### src/hdl/irc_pkg.sv
// Package for the IR pulse/space capture block: widths, constants, register
// codes, item and word types, and the length saturation helper.
// No dependencies.
`timescale 1ns / 1ps
`default_nettype none

package irc_pkg;

   // Duration width inside the block; the result port stays 24 bits wide.
   localparam int DURATION_BITS = 24;
   localparam int DUR_PORT_W    = 24;

   localparam int TIME_SEC_W  = 32;
   localparam int TIME_USEC_W = 20;
   localparam int SHORT_W     = 16;
   localparam int LONG_W      = 24;

   localparam int GAP_SECONDS  = 15;
   localparam int USEC_PER_SEC = 1000000;

   // Whole seconds that can reach the elapsed-time multiply (0 .. GAP_SECONDS).
   localparam int DSEC_W    = $clog2(GAP_SECONDS + 1);
   // Signed elapsed microseconds: gap * 1e6 plus any 20-bit usec difference.
   localparam int ELAPSED_W = $clog2(GAP_SECONDS * USEC_PER_SEC + (2 ** TIME_USEC_W)) + 1;
   localparam int UDIFF_W   = TIME_USEC_W + 1;
   localparam int CMP_W     = (ELAPSED_W - 1 > DURATION_BITS) ? ELAPSED_W - 1 : DURATION_BITS;

   localparam logic [DURATION_BITS-1:0] DUR_MAX = '1;

   // Event queue between front and back
   localparam int FIFO_DEPTH = 4;
   localparam int FIFO_PTR_W = $clog2(FIFO_DEPTH);
   localparam int FIFO_CNT_W = $clog2(FIFO_DEPTH + 1);

   // Configuration port
   localparam int CSR_ADDR_W = 4;
   localparam int CSR_DATA_W = 32;

   typedef enum logic [1:0] {
      REG_ACTIVE_LOW  = 2'd0,
      REG_SHORT_LIMIT = 2'd1,
      REG_LONG_LIMIT  = 2'd2
   } irc_reg_type;

   typedef struct packed {
      logic               active_low;
      logic [SHORT_W-1:0] short_limit;
      logic [LONG_W-1:0]  long_limit;
   } irc_cfg_type;

   // One classified edge, as handed from front to back
   typedef struct packed {
      logic                     pulse;
      logic [DURATION_BITS-1:0] len;
   } irc_event_type;

   // One result word
   typedef struct packed {
      logic                     is_pulse;
      logic [DURATION_BITS-1:0] dur;
      logic                     last;
   } irc_word_type;

   function automatic logic [DURATION_BITS-1:0] sat_len(input logic [ELAPSED_W-2:0] v);
      if (CMP_W'(v) > CMP_W'(DUR_MAX)) begin
         return DUR_MAX;
      end
      return DURATION_BITS'(v);
   endfunction

endpackage

`default_nettype wire

### src/hdl/irc_front.sv
// Front end: accepts items, tracks reference time and polarity, classifies
// each edge and works out its length. Uses irc_pkg.
`timescale 1ns / 1ps
`default_nettype none

module irc_front (
   input  wire logic                           clock,
   input  wire logic                           reset,
   input  wire logic                           active_low,
   input  wire logic                           req_valid,
   output logic                                req_stall,
   input  wire logic                           req_cmd,
   input  wire logic                           req_level,
   input  wire logic [irc_pkg::TIME_SEC_W-1:0]  req_time_sec,
   input  wire logic [irc_pkg::TIME_USEC_W-1:0] req_time_usec,
   output logic                                ev_valid,
   output irc_pkg::irc_event_type              ev_data,
   input  wire logic                           ev_full
);

   logic [irc_pkg::TIME_SEC_W-1:0]  ref_sec_ff, ref_sec_in;
   logic [irc_pkg::TIME_USEC_W-1:0] ref_usec_ff, ref_usec_in;
   logic                            polarity_ff, polarity_in;

   // stage register holding the partly worked edge
   logic                            fe_valid_ff, fe_valid_in;
   logic                            fe_max_ff, fe_max_in;
   logic                            fe_pulse_ff, fe_pulse_in;
   logic [irc_pkg::DSEC_W-1:0]      fe_dsec_ff, fe_dsec_in;
   logic [irc_pkg::UDIFF_W-1:0]     fe_udiff_ff, fe_udiff_in;

   logic                            accept;
   logic                            backward;
   logic                            gap;
   logic                            pol_new;
   logic [irc_pkg::TIME_SEC_W-1:0]  dsec;
   logic [irc_pkg::ELAPSED_W-2:0]   prod;
   logic [irc_pkg::ELAPSED_W-1:0]   elapsed;

   assign req_stall = fe_valid_ff && ev_full;
   assign accept    = req_valid && !req_stall;

   always_comb begin
      backward = (req_time_sec < ref_sec_ff) ||
                 ((req_time_sec == ref_sec_ff) && (req_time_usec < ref_usec_ff));
      dsec     = req_time_sec - ref_sec_ff;
      gap      = !backward && (dsec > irc_pkg::TIME_SEC_W'(irc_pkg::GAP_SECONDS));
      // a pulse after a long gap flips polarity, so it counts as a space
      pol_new  = polarity_ff ^ (gap && (req_level == polarity_ff));

      ref_sec_in  = ref_sec_ff;
      ref_usec_in = ref_usec_ff;
      polarity_in = polarity_ff;
      fe_max_in   = backward || gap;
      fe_pulse_in = (req_level == pol_new);
      fe_dsec_in  = dsec[irc_pkg::DSEC_W-1:0];
      fe_udiff_in = {1'b0, req_time_usec} - {1'b0, ref_usec_ff};

      if (accept) begin
         ref_sec_in  = req_time_sec;
         ref_usec_in = req_time_usec;
         polarity_in = req_cmd ? active_low : pol_new;
      end

      if (accept) begin
         fe_valid_in = !req_cmd;
      end else begin
         fe_valid_in = fe_valid_ff && ev_full;
      end
   end

   // length: whole seconds times 1e6 plus the signed usec difference, clamped
   always_comb begin
      prod    = (irc_pkg::ELAPSED_W - 1)'(fe_dsec_ff * irc_pkg::USEC_PER_SEC);
      elapsed = {1'b0, prod} +
                {{(irc_pkg::ELAPSED_W - irc_pkg::UDIFF_W){fe_udiff_ff[irc_pkg::UDIFF_W-1]}},
                 fe_udiff_ff};
      ev_data.pulse = fe_pulse_ff;
      if (fe_max_ff) begin
         ev_data.len = irc_pkg::DUR_MAX;
      end else if (elapsed[irc_pkg::ELAPSED_W-1]) begin
         ev_data.len = '0;
      end else begin
         ev_data.len = irc_pkg::sat_len(elapsed[irc_pkg::ELAPSED_W-2:0]);
      end
   end

   assign ev_valid = fe_valid_ff;

   always_ff @(posedge clock) begin
      if (reset) begin
         ref_sec_ff  <= '0;
         ref_usec_ff <= '0;
         polarity_ff <= 1'b1;
         fe_valid_ff <= 1'b0;
      end else begin
         ref_sec_ff  <= ref_sec_in;
         ref_usec_ff <= ref_usec_in;
         polarity_ff <= polarity_in;
         fe_valid_ff <= fe_valid_in;
      end
   end

   always_ff @(posedge clock) begin
      if (accept) begin
         fe_max_ff   <= fe_max_in;
         fe_pulse_ff <= fe_pulse_in;
         fe_dsec_ff  <= fe_dsec_in;
         fe_udiff_ff <= fe_udiff_in;
      end
   end

endmodule

`default_nettype wire

### src/hdl/irc_fifo.sv
// Short event queue between the front and back parts.
// Uses irc_pkg for depth and the event type.
`timescale 1ns / 1ps
`default_nettype none

module irc_fifo (
   input  wire logic                   clock,
   input  wire logic                   reset,
   input  wire logic                   push_valid,
   input  irc_pkg::irc_event_type      push_data,
   output logic                        full,
   input  wire logic                   pop,
   output logic                        not_empty,
   output irc_pkg::irc_event_type      pop_data
);

   irc_pkg::irc_event_type             mem_ff [irc_pkg::FIFO_DEPTH];
   logic [irc_pkg::FIFO_PTR_W-1:0]     wr_ptr_ff, wr_ptr_in;
   logic [irc_pkg::FIFO_PTR_W-1:0]     rd_ptr_ff, rd_ptr_in;
   logic [irc_pkg::FIFO_CNT_W-1:0]     count_ff, count_in;
   logic                               push;
   logic                               take;

   assign full      = (count_ff == irc_pkg::FIFO_CNT_W'(irc_pkg::FIFO_DEPTH));
   assign not_empty = (count_ff != '0);
   assign push      = push_valid && !full;
   assign take      = pop && not_empty;
   assign pop_data  = mem_ff[rd_ptr_ff];

   always_comb begin
      wr_ptr_in = push ? wr_ptr_ff + 1'b1 : wr_ptr_ff;
      rd_ptr_in = take ? rd_ptr_ff + 1'b1 : rd_ptr_ff;
      count_in  = count_ff;
      if (push && !take) begin
         count_in = count_ff + 1'b1;
      end else if (take && !push) begin
         count_in = count_ff - 1'b1;
      end
   end

   always_ff @(posedge clock) begin
      if (reset) begin
         wr_ptr_ff <= '0;
         rd_ptr_ff <= '0;
         count_ff  <= '0;
      end else begin
         wr_ptr_ff <= wr_ptr_in;
         rd_ptr_ff <= rd_ptr_in;
         count_ff  <= count_in;
      end
   end

   always_ff @(posedge clock) begin
      if (push) begin
         mem_ff[wr_ptr_ff] <= push_data;
      end
   end

endmodule

`default_nettype wire

### src/hdl/irc_back.sv
// Back end: noise filter state and the word buffer that drains up to three
// words per edge onto the result channel. Uses irc_pkg.
`timescale 1ns / 1ps
`default_nettype none

module irc_back (
   input  wire logic                          clock,
   input  wire logic                          reset,
   input  irc_pkg::irc_cfg_type               cfg,
   input  wire logic                          ev_valid,
   input  irc_pkg::irc_event_type             ev_data,
   output logic                               ev_pop,
   output logic                               rsp_valid,
   input  wire logic                          rsp_stall,
   output logic                               rsp_is_pulse,
   output logic [irc_pkg::DUR_PORT_W-1:0]     rsp_duration,
   output logic                               rsp_last
);

   localparam int DB = irc_pkg::DURATION_BITS;

   logic                      holding_ff, holding_in;
   logic [DB-1:0]             held_space_ff, held_space_in;
   logic [DB:0]               pulse_sum_ff, pulse_sum_in;

   irc_pkg::irc_word_type     slot_ff [3];
   irc_pkg::irc_word_type     slot_in [3];
   irc_pkg::irc_word_type     word_new [3];
   logic [1:0]                cnt_ff, cnt_in;
   logic [1:0]                n_new;

   logic                      take;
   logic                      pop;
   logic                      long_space;
   logic [DB:0]               sum_new;
   logic [DB-1:0]             held_mid;

   function automatic logic [DB-1:0] sat1(input logic [DB:0] v);
      if (v > {1'b0, irc_pkg::DUR_MAX}) begin
         return irc_pkg::DUR_MAX;
      end
      return v[DB-1:0];
   endfunction

   function automatic logic [DB-1:0] sat2(input logic [DB+1:0] v);
      if (v > {2'b00, irc_pkg::DUR_MAX}) begin
         return irc_pkg::DUR_MAX;
      end
      return v[DB-1:0];
   endfunction

   assign take   = (cnt_ff != 2'd0) && !rsp_stall;
   // the buffer takes a new edge once it is empty or its last word leaves
   assign pop    = ev_valid && ((cnt_ff == 2'd0) || ((cnt_ff == 2'd1) && take));
   assign ev_pop = pop;

   always_comb begin
      sum_new    = pulse_sum_ff + {1'b0, ev_data.len};
      long_space = (32'(ev_data.len) > 32'(cfg.long_limit));
      held_mid   = sat2({2'b00, held_space_ff} + {1'b0, pulse_sum_ff});

      holding_in    = holding_ff;
      held_space_in = held_space_ff;
      pulse_sum_in  = pulse_sum_ff;
      n_new         = 2'd0;
      for (int i = 0; i < 3; i++) begin
         word_new[i] = '0;
      end

      if (ev_data.pulse && holding_ff) begin
         pulse_sum_in = sum_new;
         if (32'(sum_new) > 32'(cfg.short_limit)) begin
            word_new[0] = '{is_pulse: 1'b0, dur: held_space_ff, last: 1'b0};
            word_new[1] = '{is_pulse: 1'b1, dur: sat1(sum_new), last: 1'b1};
            n_new        = 2'd2;
            holding_in   = 1'b0;
            pulse_sum_in = '0;
         end
      end else if (!ev_data.pulse && !holding_ff && long_space) begin
         held_space_in = ev_data.len;
         holding_in    = 1'b1;
      end else if (!ev_data.pulse && holding_ff && long_space) begin
         held_space_in = sat1({1'b0, held_mid} + {1'b0, ev_data.len});
         pulse_sum_in  = '0;
      end else if (!ev_data.pulse && holding_ff) begin
         // short space ends the hold: held space, pulse sum, then the space
         word_new[0] = '{is_pulse: 1'b0, dur: held_space_ff, last: 1'b0};
         word_new[1] = '{is_pulse: 1'b1, dur: sat1(pulse_sum_ff), last: 1'b0};
         word_new[2] = '{is_pulse: 1'b0, dur: ev_data.len, last: 1'b1};
         n_new        = 2'd3;
         holding_in   = 1'b0;
         pulse_sum_in = '0;
      end else begin
         word_new[0] = '{is_pulse: ev_data.pulse, dur: ev_data.len, last: 1'b1};
         n_new       = 2'd1;
      end

      if (!pop) begin
         holding_in    = holding_ff;
         held_space_in = held_space_ff;
         pulse_sum_in  = pulse_sum_ff;
      end
   end

   always_comb begin
      slot_in = slot_ff;
      cnt_in  = cnt_ff;
      if (pop) begin
         slot_in = word_new;
         cnt_in  = n_new;
      end else if (take) begin
         slot_in[0] = slot_ff[1];
         slot_in[1] = slot_ff[2];
         cnt_in     = cnt_ff - 2'd1;
      end
   end

   always_ff @(posedge clock) begin
      if (reset) begin
         holding_ff    <= 1'b0;
         held_space_ff <= '0;
         pulse_sum_ff  <= '0;
         cnt_ff        <= 2'd0;
      end else begin
         holding_ff    <= holding_in;
         held_space_ff <= held_space_in;
         pulse_sum_ff  <= pulse_sum_in;
         cnt_ff        <= cnt_in;
      end
   end

   always_ff @(posedge clock) begin
      slot_ff <= slot_in;
   end

   assign rsp_valid    = (cnt_ff != 2'd0);
   assign rsp_is_pulse = slot_ff[0].is_pulse;
   assign rsp_duration = irc_pkg::DUR_PORT_W'(slot_ff[0].dur);
   assign rsp_last     = slot_ff[0].last;

endmodule

`default_nettype wire

### src/hdl/ir_pulse_space_capture.sv
// Top level of the IR pulse/space capture block: configuration registers,
// front end, event queue and back end. Uses irc_pkg, irc_front, irc_fifo, irc_back.
//
//  channel | direction | handshake               | payload
//  --------+-----------+-------------------------+--------------------------------------
//  req     | in        | req_valid / req_stall   | cmd, level, time_sec, time_usec
//  rsp     | out       | rsp_valid / rsp_stall   | is_pulse, duration, last
//  csr     | in/out    | psel, penable, pready   | paddr, pwrite, pwdata, prdata
//
// One item per cycle is taken while the event queue has room; a result word
// passes the registered front stage, queue and word buffer on its way out.
// An edge that gives two or three words holds the back end until they have
// left, one word a cycle while rsp is not stalled, so the output side sets the
// sustained rate. Synchronous active-high reset clears the reference time,
// filter state and queue, sets the polarity, and loads the register defaults.
// Stalls on rsp fill the queue before req_stall is raised.
`timescale 1ns / 1ps
`default_nettype none

module ir_pulse_space_capture (
   input  wire logic                               clock,
   input  wire logic                               reset,
   // input items
   input  wire logic                               req_valid,
   output logic                                    req_stall,
   input  wire logic                               req_cmd,
   input  wire logic                               req_level,
   input  wire logic [irc_pkg::TIME_SEC_W-1:0]     req_time_sec,
   input  wire logic [irc_pkg::TIME_USEC_W-1:0]    req_time_usec,
   // result words
   output logic                                    rsp_valid,
   input  wire logic                               rsp_stall,
   output logic                                    rsp_is_pulse,
   output logic [irc_pkg::DUR_PORT_W-1:0]          rsp_duration,
   output logic                                    rsp_last,
   // register port
   input  wire logic                               psel,
   input  wire logic                               penable,
   input  wire logic                               pwrite,
   input  wire logic [irc_pkg::CSR_ADDR_W-1:0]     paddr,
   input  wire logic [irc_pkg::CSR_DATA_W-1:0]     pwdata,
   output logic [irc_pkg::CSR_DATA_W-1:0]          prdata,
   output logic                                    pready
);

   logic                          active_low_ff, active_low_in;
   logic [irc_pkg::SHORT_W-1:0]   short_limit_ff, short_limit_in;
   logic [irc_pkg::LONG_W-1:0]    long_limit_ff, long_limit_in;

   irc_pkg::irc_cfg_type          cfg;
   irc_pkg::irc_reg_type          reg_sel;
   logic                          csr_write;

   logic                          fe_valid;
   irc_pkg::irc_event_type        fe_data;
   logic                          q_full;
   logic                          q_not_empty;
   logic                          q_pop;
   irc_pkg::irc_event_type        q_data;

   // ---- register port: zero wait states, word addressed ----
   assign pready    = 1'b1;
   assign reg_sel   = irc_pkg::irc_reg_type'(paddr[irc_pkg::CSR_ADDR_W-1:2]);
   assign csr_write = psel && penable && pwrite && pready;

   always_comb begin
      active_low_in  = active_low_ff;
      short_limit_in = short_limit_ff;
      long_limit_in  = long_limit_ff;
      prdata         = '0;
      case (reg_sel)
         irc_pkg::REG_ACTIVE_LOW: begin
            prdata = irc_pkg::CSR_DATA_W'(active_low_ff);
            if (csr_write) active_low_in = pwdata[0];
         end
         irc_pkg::REG_SHORT_LIMIT: begin
            prdata = irc_pkg::CSR_DATA_W'(short_limit_ff);
            if (csr_write) short_limit_in = pwdata[irc_pkg::SHORT_W-1:0];
         end
         irc_pkg::REG_LONG_LIMIT: begin
            prdata = irc_pkg::CSR_DATA_W'(long_limit_ff);
            if (csr_write) long_limit_in = pwdata[irc_pkg::LONG_W-1:0];
         end
         default: begin
            prdata = '0;  // unused address: reads zero, writes ignored
         end
      endcase
   end

   always_ff @(posedge clock) begin
      if (reset) begin
         active_low_ff  <= 1'b1;
         short_limit_ff <= irc_pkg::SHORT_W'(250);
         long_limit_ff  <= irc_pkg::LONG_W'(20000);
      end else begin
         active_low_ff  <= active_low_in;
         short_limit_ff <= short_limit_in;
         long_limit_ff  <= long_limit_in;
      end
   end

   assign cfg.active_low  = active_low_ff;
   assign cfg.short_limit = short_limit_ff;
   assign cfg.long_limit  = long_limit_ff;

   // ---- front: timestamps, polarity, edge length ----
   irc_front u_front (
      .clock         (clock),
      .reset         (reset),
      .active_low    (cfg.active_low),
      .req_valid     (req_valid),
      .req_stall     (req_stall),
      .req_cmd       (req_cmd),
      .req_level     (req_level),
      .req_time_sec  (req_time_sec),
      .req_time_usec (req_time_usec),
      .ev_valid      (fe_valid),
      .ev_data       (fe_data),
      .ev_full       (q_full)
   );

   // ---- event queue: start commands never enter it ----
   irc_fifo u_fifo (
      .clock      (clock),
      .reset      (reset),
      .push_valid (fe_valid),
      .push_data  (fe_data),
      .full       (q_full),
      .pop        (q_pop),
      .not_empty  (q_not_empty),
      .pop_data   (q_data)
   );

   // ---- back: noise filter and word output ----
   irc_back u_back (
      .clock        (clock),
      .reset        (reset),
      .cfg          (cfg),
      .ev_valid     (q_not_empty),
      .ev_data      (q_data),
      .ev_pop       (q_pop),
      .rsp_valid    (rsp_valid),
      .rsp_stall    (rsp_stall),
      .rsp_is_pulse (rsp_is_pulse),
      .rsp_duration (rsp_duration),
      .rsp_last     (rsp_last)
   );

endmodule

`default_nettype wire

### config.mk
export PLATFORM = sky130hd
export DESIGN_NAME = ir_pulse_space_capture
export DESIGN_NICKNAME = d
export VERILOG_FILES = /design/src/hdl/irc_pkg.sv /design/src/hdl/irc_front.sv /design/src/hdl/irc_fifo.sv /design/src/hdl/irc_back.sv /design/src/hdl/ir_pulse_space_capture.sv
export SDC_FILE = /design/constraint.sdc
export NUM_CORES = 1
export LEC_CHECK = 0
export BUFFER_PORTS_ARGS = -buffer_cell sky130_fd_sc_hd__buf_2
export CORE_UTILIZATION = 55
export DETAILED_ROUTE_END_ITERATION = 10
export GPL_TIMING_DRIVEN = 0
export PLACE_DENSITY = 0.75
export SLEW_MARGIN = 10
export SYNTH_ARGS = -nofsm -noshare
export SYNTH_HDL_FRONTEND = slang
export SYNTH_HIERARCHICAL = 1
export SYNTH_SLANG_ARGS = --single-unit
### constraint.sdc
create_clock -name clock -period 12.5 [get_ports clock]
set_input_delay 2.5 -clock clock [delete_from_list [all_inputs] [get_ports clock]]
set_output_delay 2.5 -clock clock [all_outputs]
set_load 0.05 [all_outputs]
==> results of run 1 <==
-- flip-flops by register name (all words and copies together) (netlist names), 20 cells and up, named ones only --
signal,cells
u_back/slot_ff,51
u_back/rsp_duration,24
long_limit_ff,24
u_front/ref_sec_ff,32
u_front/ref_usec_ff,20
u_back/pulse_sum_ff,25
u_front/fe_udiff_ff,21
u_fifo/mem_ff,100
u_back/held_space_ff,24
-- cell type report --
class / count / share of cell area (%)
tap: 585 / 2.70
sequential: 360 / 34.2
clock buffer: 57 / 4.10
buffer: 153 / 3.08
clock inverter: 19 / 0.970
timing repair buffer: 142 / 2.75
inverter: 150 / 2.08
multi-input combinational: 1905 / 50.2
-- critical path: stages (launching register included) --
cell	delay [ps]
dfxtp_1	490
ha_1	290
a21o_1	170
a21oi_1	280
nor4b_1	150
o21ba_2	240
nor3_1	650
o21ai_0	300
a21o_1	280
o32ai_2	660
buf_2	360
nand2_1	90
ha_1	360
a2111oi_0	480
o21ai_0	320
a2111oi_0	700
o31ai_1	210
a31oi_1	210
o21ba_2	150
xnor2_1	120
o221ai_1	120
a21oi_1	160
-- where the power goes --
part	total (W)	internal (W)	switching, W
registers	0.00169	0.00157	0.000125
clock network	0.00122	0.000714	0.000510
logic	0.00296	0.00111	0.00185
total	0.00588	0.00339	0.00249
-- final timing paths --
| path | startpoint | end | slack, ps | depth (start not counted) |
|---|---|---|---|---|
| setup / recovery | u_back/pulse_sum_ff[1] | u_back/held_space_ff[18] | 5590 | 21 |
| hold / removal | u_front/ref_usec_ff[5] | u_front/ref_usec_ff[5] | 450 | 2 |
| setup reg to reg | u_back/pulse_sum_ff[1] | u_back/held_space_ff[18] | 5590 | 21 |
| hold reg to reg | u_front/ref_usec_ff[5] | u_front/ref_usec_ff[5] | 450 | 2 |
-- Yosys cell counts (49+ instances only) --
cell	number
nand2_1	289
a21oi_1	218
ha_1	205
edfxtp_1	204
dfxtp_1	156
inv_1	149
o21ai_0	141
nor2_1	121
a21o_1	85
clkbuf_1	80
nand2b_1	73
xnor2_1	66
and2_1	51
mux2i_1	50
xor2_1	49
-- through the flow --
stage | setup slack, ps | std cells | area [µm²] | hold slack, ps
detailed placement | 5770 | 3293 | 25700 | 446
CTS | 5710 | 3369 | 27100 | 455
global placement | 5790 | 3291 | 25600 | 441
finish | 5590 | 3371 | 27100 | 452
floorplan | 6310 | 2568 | 24200 | 436
global route | 5180 | 3371 | 27100 | 468
-- routing by layer --
| layer | share of wire (%) | vias to the layer above | GRT usage, % | wire length (µm) |
|---|---|---|---|---|
| li1 | - | 9740 | - | - |
| met1 | 41 | 9710 | 36.9 | 27200 |
| met2 | 48 | 870 | 50.4 | 32200 |
| met3 | 6.2 | 207 | 3.40 | 4170 |
| met4 | 5.1 | 0 | 14.6 | 3400 |
| met5 | 0 | - | 0 | 0 |
-- cells by family after synthesis --
kind of cell,count (synthesis)
AO/OA/AOI/OAI,757
XOR/XNOR,115
adder cells (fa/ha/maj),217
buffers and inverters,303
flip-flops,360
multiplexers,78
other,2
AND/OR/NAND/NOR,729
==> results.json, run 1 <==
{
  "post_synth_and_or_nand_nor_area_fraction_pct": 14.8,
  "synthXorXnorAreaFrac_pct": 4.16,
  "worstMarginPinSlew_ps": 942,
  "async_sr_flop_fraction_pct": 0,
  "post_synth_edffs": 204,
  "post_synth_num_cell_types": 95,
  "die-height_um": 212,
  "detailedRoute.firstPassIterationCount": 6,
  "number_of_nets_in_the_layout": 3067,
  "netlist_instances": 2561,
  "yosys_register_bits": 360,
  "gr-total-overflow": 0,
  "dominant_combinational_cell_family_by_area_after_synthesis": "compound AO/OA/AOI/OAI gates",
  "finalWeightedCongestion": 0.992,
  "syn_avg_cell_area_um2": 9.45,
  "die_w_um": 212,
  "top_flip_flop_cell_by_instance_count_after_synthesis": "edfxtp_1",
  "cts_tree": "built",
  "mostFrequentLayoutCell": "nand2_1",
  "placementRows": 76,
  "final-hold-violation-count": 0,
  "cp-start-kind": "flip-flop",
  "ctsResizeCount": 0,
  "areaGrowthSynthToFinish_pct": 11.9,
  "filler_cell_count": 3657,
  "timing.setup.critical_path_class": "reg2reg",
  "ir_worst_vdd_v": 0.000189,
  "grt_pass1_wl_um": 104000,
  "final_cell_mix": "nand2_1 (289), a21oi_1 (218), ha_1 (205)",
  "totalWireLength_um": 67000,
  "worst_clock_skew_ps": 38.4,
  "die_area_um2": 44800,
  "ys_top_cells_by_area": "edfxtp_1 (25%), dfxtp_1 (13%), ha_1 (11%), a21oi_1 (4.5%), nand2_1 (4.5%)",
  "synth_largest_type_area_fraction_pct": 25.3,
  "status": "completed",
  "drt-wirelength-per-cell_um": 19.9,
  "n_antenna_cell": 0,
  "clock_period_minus_final_worst_setup_slack_ps": 6910,
  "leakagePower_nw": 10.8,
  "port_buffers": 138,
  "timing.slew.headroom_pct": 36.6,
  "maxCapViolations": 0,
  "worst_ep_arrival_time_ps": 7390,
  "multi_input_area_um2": 13600,
  "maximum_number_of_pins_on_one_net_before_global_route_repair": 37,
  "fin_util_pct": 62.6,
  "clk_latency_ps": 590,
  "rsz0062_at_grt": "false",
  "layout-drive-gt1-share_pct": 12.4,
  "seq_area_frac_synth_pct": 38.2,
  "total_power_w": 0.00588,
  "final_max_slew_viol_count": 0,
  "combined_flip_flop_and_latch_cell_area_um2": 9250,
  "setup_viol": 0,
  "synth.cell_area_um2": 24200,
  "cts_hold_repair.buffers": 0,
  "vias_per_cell": 6.09,
  "grt_pass1_vias": 19600,
  "clkTransAtPathRegs_ps": 60,
  "critical_path.endpoint_type": "flip-flop",
  "core_area_um2": 43300,
  "yosysWarnings": 6,
  "synth-compound-area-share_pct": 20.8,
  "power_density_nw_per_um2": 217,
  "critical_path_peak_fanout": 10,
  "floorplan.initialDensity_pct": 55.9,
  "drt_drc_violations_left": 0,
  "clock_tree.root_cell": "clkbuf_16",
  "cts.sinks": 360,
  "hold_path_class": "reg2reg",
  "library_cell_occupying_the_most_area_in_the_post_synthesis_netlist": "edfxtp_1",
  "finalSetupTns_ps": 0,
  "htree_num_levels": 2,
  "final_worst_path_cycle_share_pct": 55.2,
  "cts_inserted_buffers": 41,
  "crit_required_ps": 12990,
  "clk_path_buf_depth": 3,
  "detailroute.via_count": 20500,
  "ioPinCount": 158,
  "grt_antenna_before_repair": 0,
  "post_cts_buffers": 0,
  "global_route.usage.total_pct": 29.5,
  "muxShareOfSynthArea_pct": 4.61,
  "detailed_place_hpwl_um": 51000,
  "synthAdderAreaFrac_pct": 11.6,
  "fmaxAchievable_mhz": 145,
  "final_antenna_net_count": 0,
  "dr.first_iter.drc_count": 1818
}
Note: power is estimated with default switching activity, not from simulation.
==> run 2: changes to the inputs <==
==> constraint.sdc (replaced) <==
create_clock -name clock -period 6.5 [get_ports clock]
set_input_delay 1.3 -clock clock [delete_from_list [all_inputs] [get_ports clock]]
set_output_delay 1.3 -clock clock [all_outputs]
set_load 0.05 [all_outputs]
==> run 2 against run 1 <==
  * Via count grew 0.19%
  * Non-clock buffer count is 6 higher
  * Critical path depth is the same
==> results.json, run 2 (same netlist as run 1, synthesis figures left out) <==
{
  "status": "completed",
  "final_max_slew_viol_count": 0,
  "largest_register_ffs": 100,
  "crit_required_ps": 6760,
  "die_area_um2": 44800,
  "final-hold-violation-count": 0,
  "reg_top3": "u_fifo/mem_ff: 100 flops, u_back/slot_ff: 51 flops, u_front/ref_sec_ff: 32 flops",
  "worst_clock_skew_ps": 37.5,
  "finalWorstSetupSlack_ps": 291,
  "cts_tree": "built",
  "fmaxAchievable_mhz": 161,
  "leakagePower_nw": 10.9,
  "dr.first_iter.drc_count": 1809,
  "hp-start": "u_front/ref_usec_ff[5]",
  "mostFrequentLayoutCell": "nand2_1",
  "placementRows": 76,
  "areaGrowthSynthToFinish_pct": 12.3,
  "place_ws_ps": -230,
  "maxCapViolations": 0,
  "global_route.usage.total_pct": 29.5,
  "htree_num_levels": 2,
  "layout-drive-gt1-share_pct": 12.8,
  "critical_path_peak_fanout": 10,
  "critical_path.endpoint_type": "flip-flop",
  "clock_tree.root_cell": "clkbuf_16",
  "worst_ep_arrival_time_ps": 6470,
  "clkTransAtPathRegs_ps": 60,
  "ioPinCount": 158,
  "detailed_place_hpwl_um": 51000,
  "detailroute.via_count": 20600,
  "largest-register": "u_fifo/mem_ff",
  "setup_viol": 0,
  "die-height_um": 212,
  "cts_inserted_buffers": 41,
  "power_density_nw_per_um2": 417,
  "power_switching_share_pct": 42.4,
  "grt_pass1_vias": 19600,
  "drt-wirelength-per-cell_um": 19.9,
  "ir_worst_vdd_v": 0.000363,
  "final_cell_mix": "nand2_1 (289), a21oi_1 (217), ha_1 (205)",
  "cts.sinks": 360,
  "grt_antenna_before_repair": 0,
  "die_w_um": 212,
  "detailedRoute.firstPassIterationCount": 6,
  "vias_per_cell": 6.09,
  "number_of_nets_in_the_layout": 3073,
  "drt_drc_violations_left": 0,
  "clk_latency_ps": 590,
  "timing.slew.headroom_pct": 40.1,
  "n_antenna_cell": 0,
  "floorplan.initialDensity_pct": 55.9,
  "p_clk_share_pct": 20.8,
  "hold_path_class": "reg2reg",
  "finalWeightedCongestion": 0.992,
  "switching_power_w": 0.00480,
  "clk_path_buf_depth": 3,
  "cp-start-kind": "flip-flop",
  "final_worst_path_cycle_share_pct": 95.5,
  "maximum_number_of_pins_on_one_net_before_global_route_repair": 37,
  "rsz0062_at_grt": "false",
  "gr-total-overflow": 0,
  "grt_pass1_wl_um": 104000,
  "port_buffers": 138,
  "final_antenna_net_count": 0,
  "comb_power_share_pct": 50.5,
  "totalWireLength_um": 67100,
  "int_power_w": 0.00653,
  "timing.setup.critical_path_class": "reg2reg",
  "finalSetupTns_ps": 0,
  "core_area_um2": 43300,
  "power_frac_seq_pct": 28.7,
  "clock_period_minus_final_worst_setup_slack_ps": 6210,
  "worstMarginPinSlew_ps": 891
}
==> run 2: cell count changes in the layout (fill, tap and decap cells not counted), sizes merged <==
cell / previous run / this run
clkbuf: 141 / 144
buf: 211 / 214
==> run 2: worst max-delay path: stages, from the launching register on <==
cell and delay, ps:
dfxtp_1 330, buf_6 170, buf_12 160, mux4_2 630, ha_1 290, fa_1 440
a211oi_2 270, o211ai_1 220, a21boi_1 240, o21ai_0 150, xor2_1 250, ha_1 290
nand4_1 150, nor2_1 70, o21ai_0 70, a31oi_1 80, or4_1 570, a221oi_2 390
o2111ai_2 270, nor3_4 340, clkbuf_2 280, o21ai_0 220
==> run 2: area by class of cell <==
cell class / instances / area [µm²]
plain buffers: 153 / 841
repair buffers: 148 / 803
inverters: 150 / 563
well taps: 585 / 732
clock buffers: 57 / 1110
fillers: 3652 / 16100
flip-flops and latches: 360 / 9250
clock inverters: 19 / 263
multi-input cells: 1905 / 13600
==> run 2: per-layer routing <==
layer,part of all wire [%],GRT usage (%)
met5,0,0
met4,5.3,15.1
met3,5.6,3.32
met2,48,50.2
met1,41,37.1
==> run 2: repair_timing <==
action,CTS,global route
pin swaps,2,2
hold buffers,0,0
buffers inserted,2,4
resized for setup,3,10
setup endpoints to repair,50,84
gates cloned,0,0
==> run 2: worst paths after layout <==
check                            to  slack (ps)  cells past startpoint
max          u_back/rsp_duration[6]         290                     21
max reg2reg  u_back/rsp_duration[6]         290                     21
min          u_front/ref_usec_ff[5]         450                      2
min reg2reg  u_front/ref_usec_ff[5]         450                      2
==> run 2: per-stage QoR <==
| step | hold slack, ps | utilization [%] | total power [W] | std cells | area [µm²] |
|---|---|---|---|---|---|
| after global placement | 441 | 59.3 | 0.00867 | 3291 | 25600 |
| final | 452 | 62.8 | 0.0113 | 3377 | 27200 |
| after floorplan | 436 | - | 0.00745 | 2568 | 24200 |
| after global routing | 468 | 62.8 | 0.0120 | 3377 | 27200 |
| after detailed placement | 446 | 59.4 | 0.00883 | 3293 | 25700 |
| after CTS | 455 | 62.6 | 0.0112 | 3371 | 27100 |
==> run 2: power groups by stage <==
stage / clock network [W] / logic, W / registers (W)
final: 0.00235 / 0.00572 / 0.00326
after global routing: 0.00247 / 0.00621 / 0.00328
after CTS: 0.00239 / 0.00557 / 0.00325
after detailed placement: 0 / 0.00553 / 0.00329
after global placement: 0 / 0.00537 / 0.00330
after floorplan: 0 / 0.00423 / 0.00322
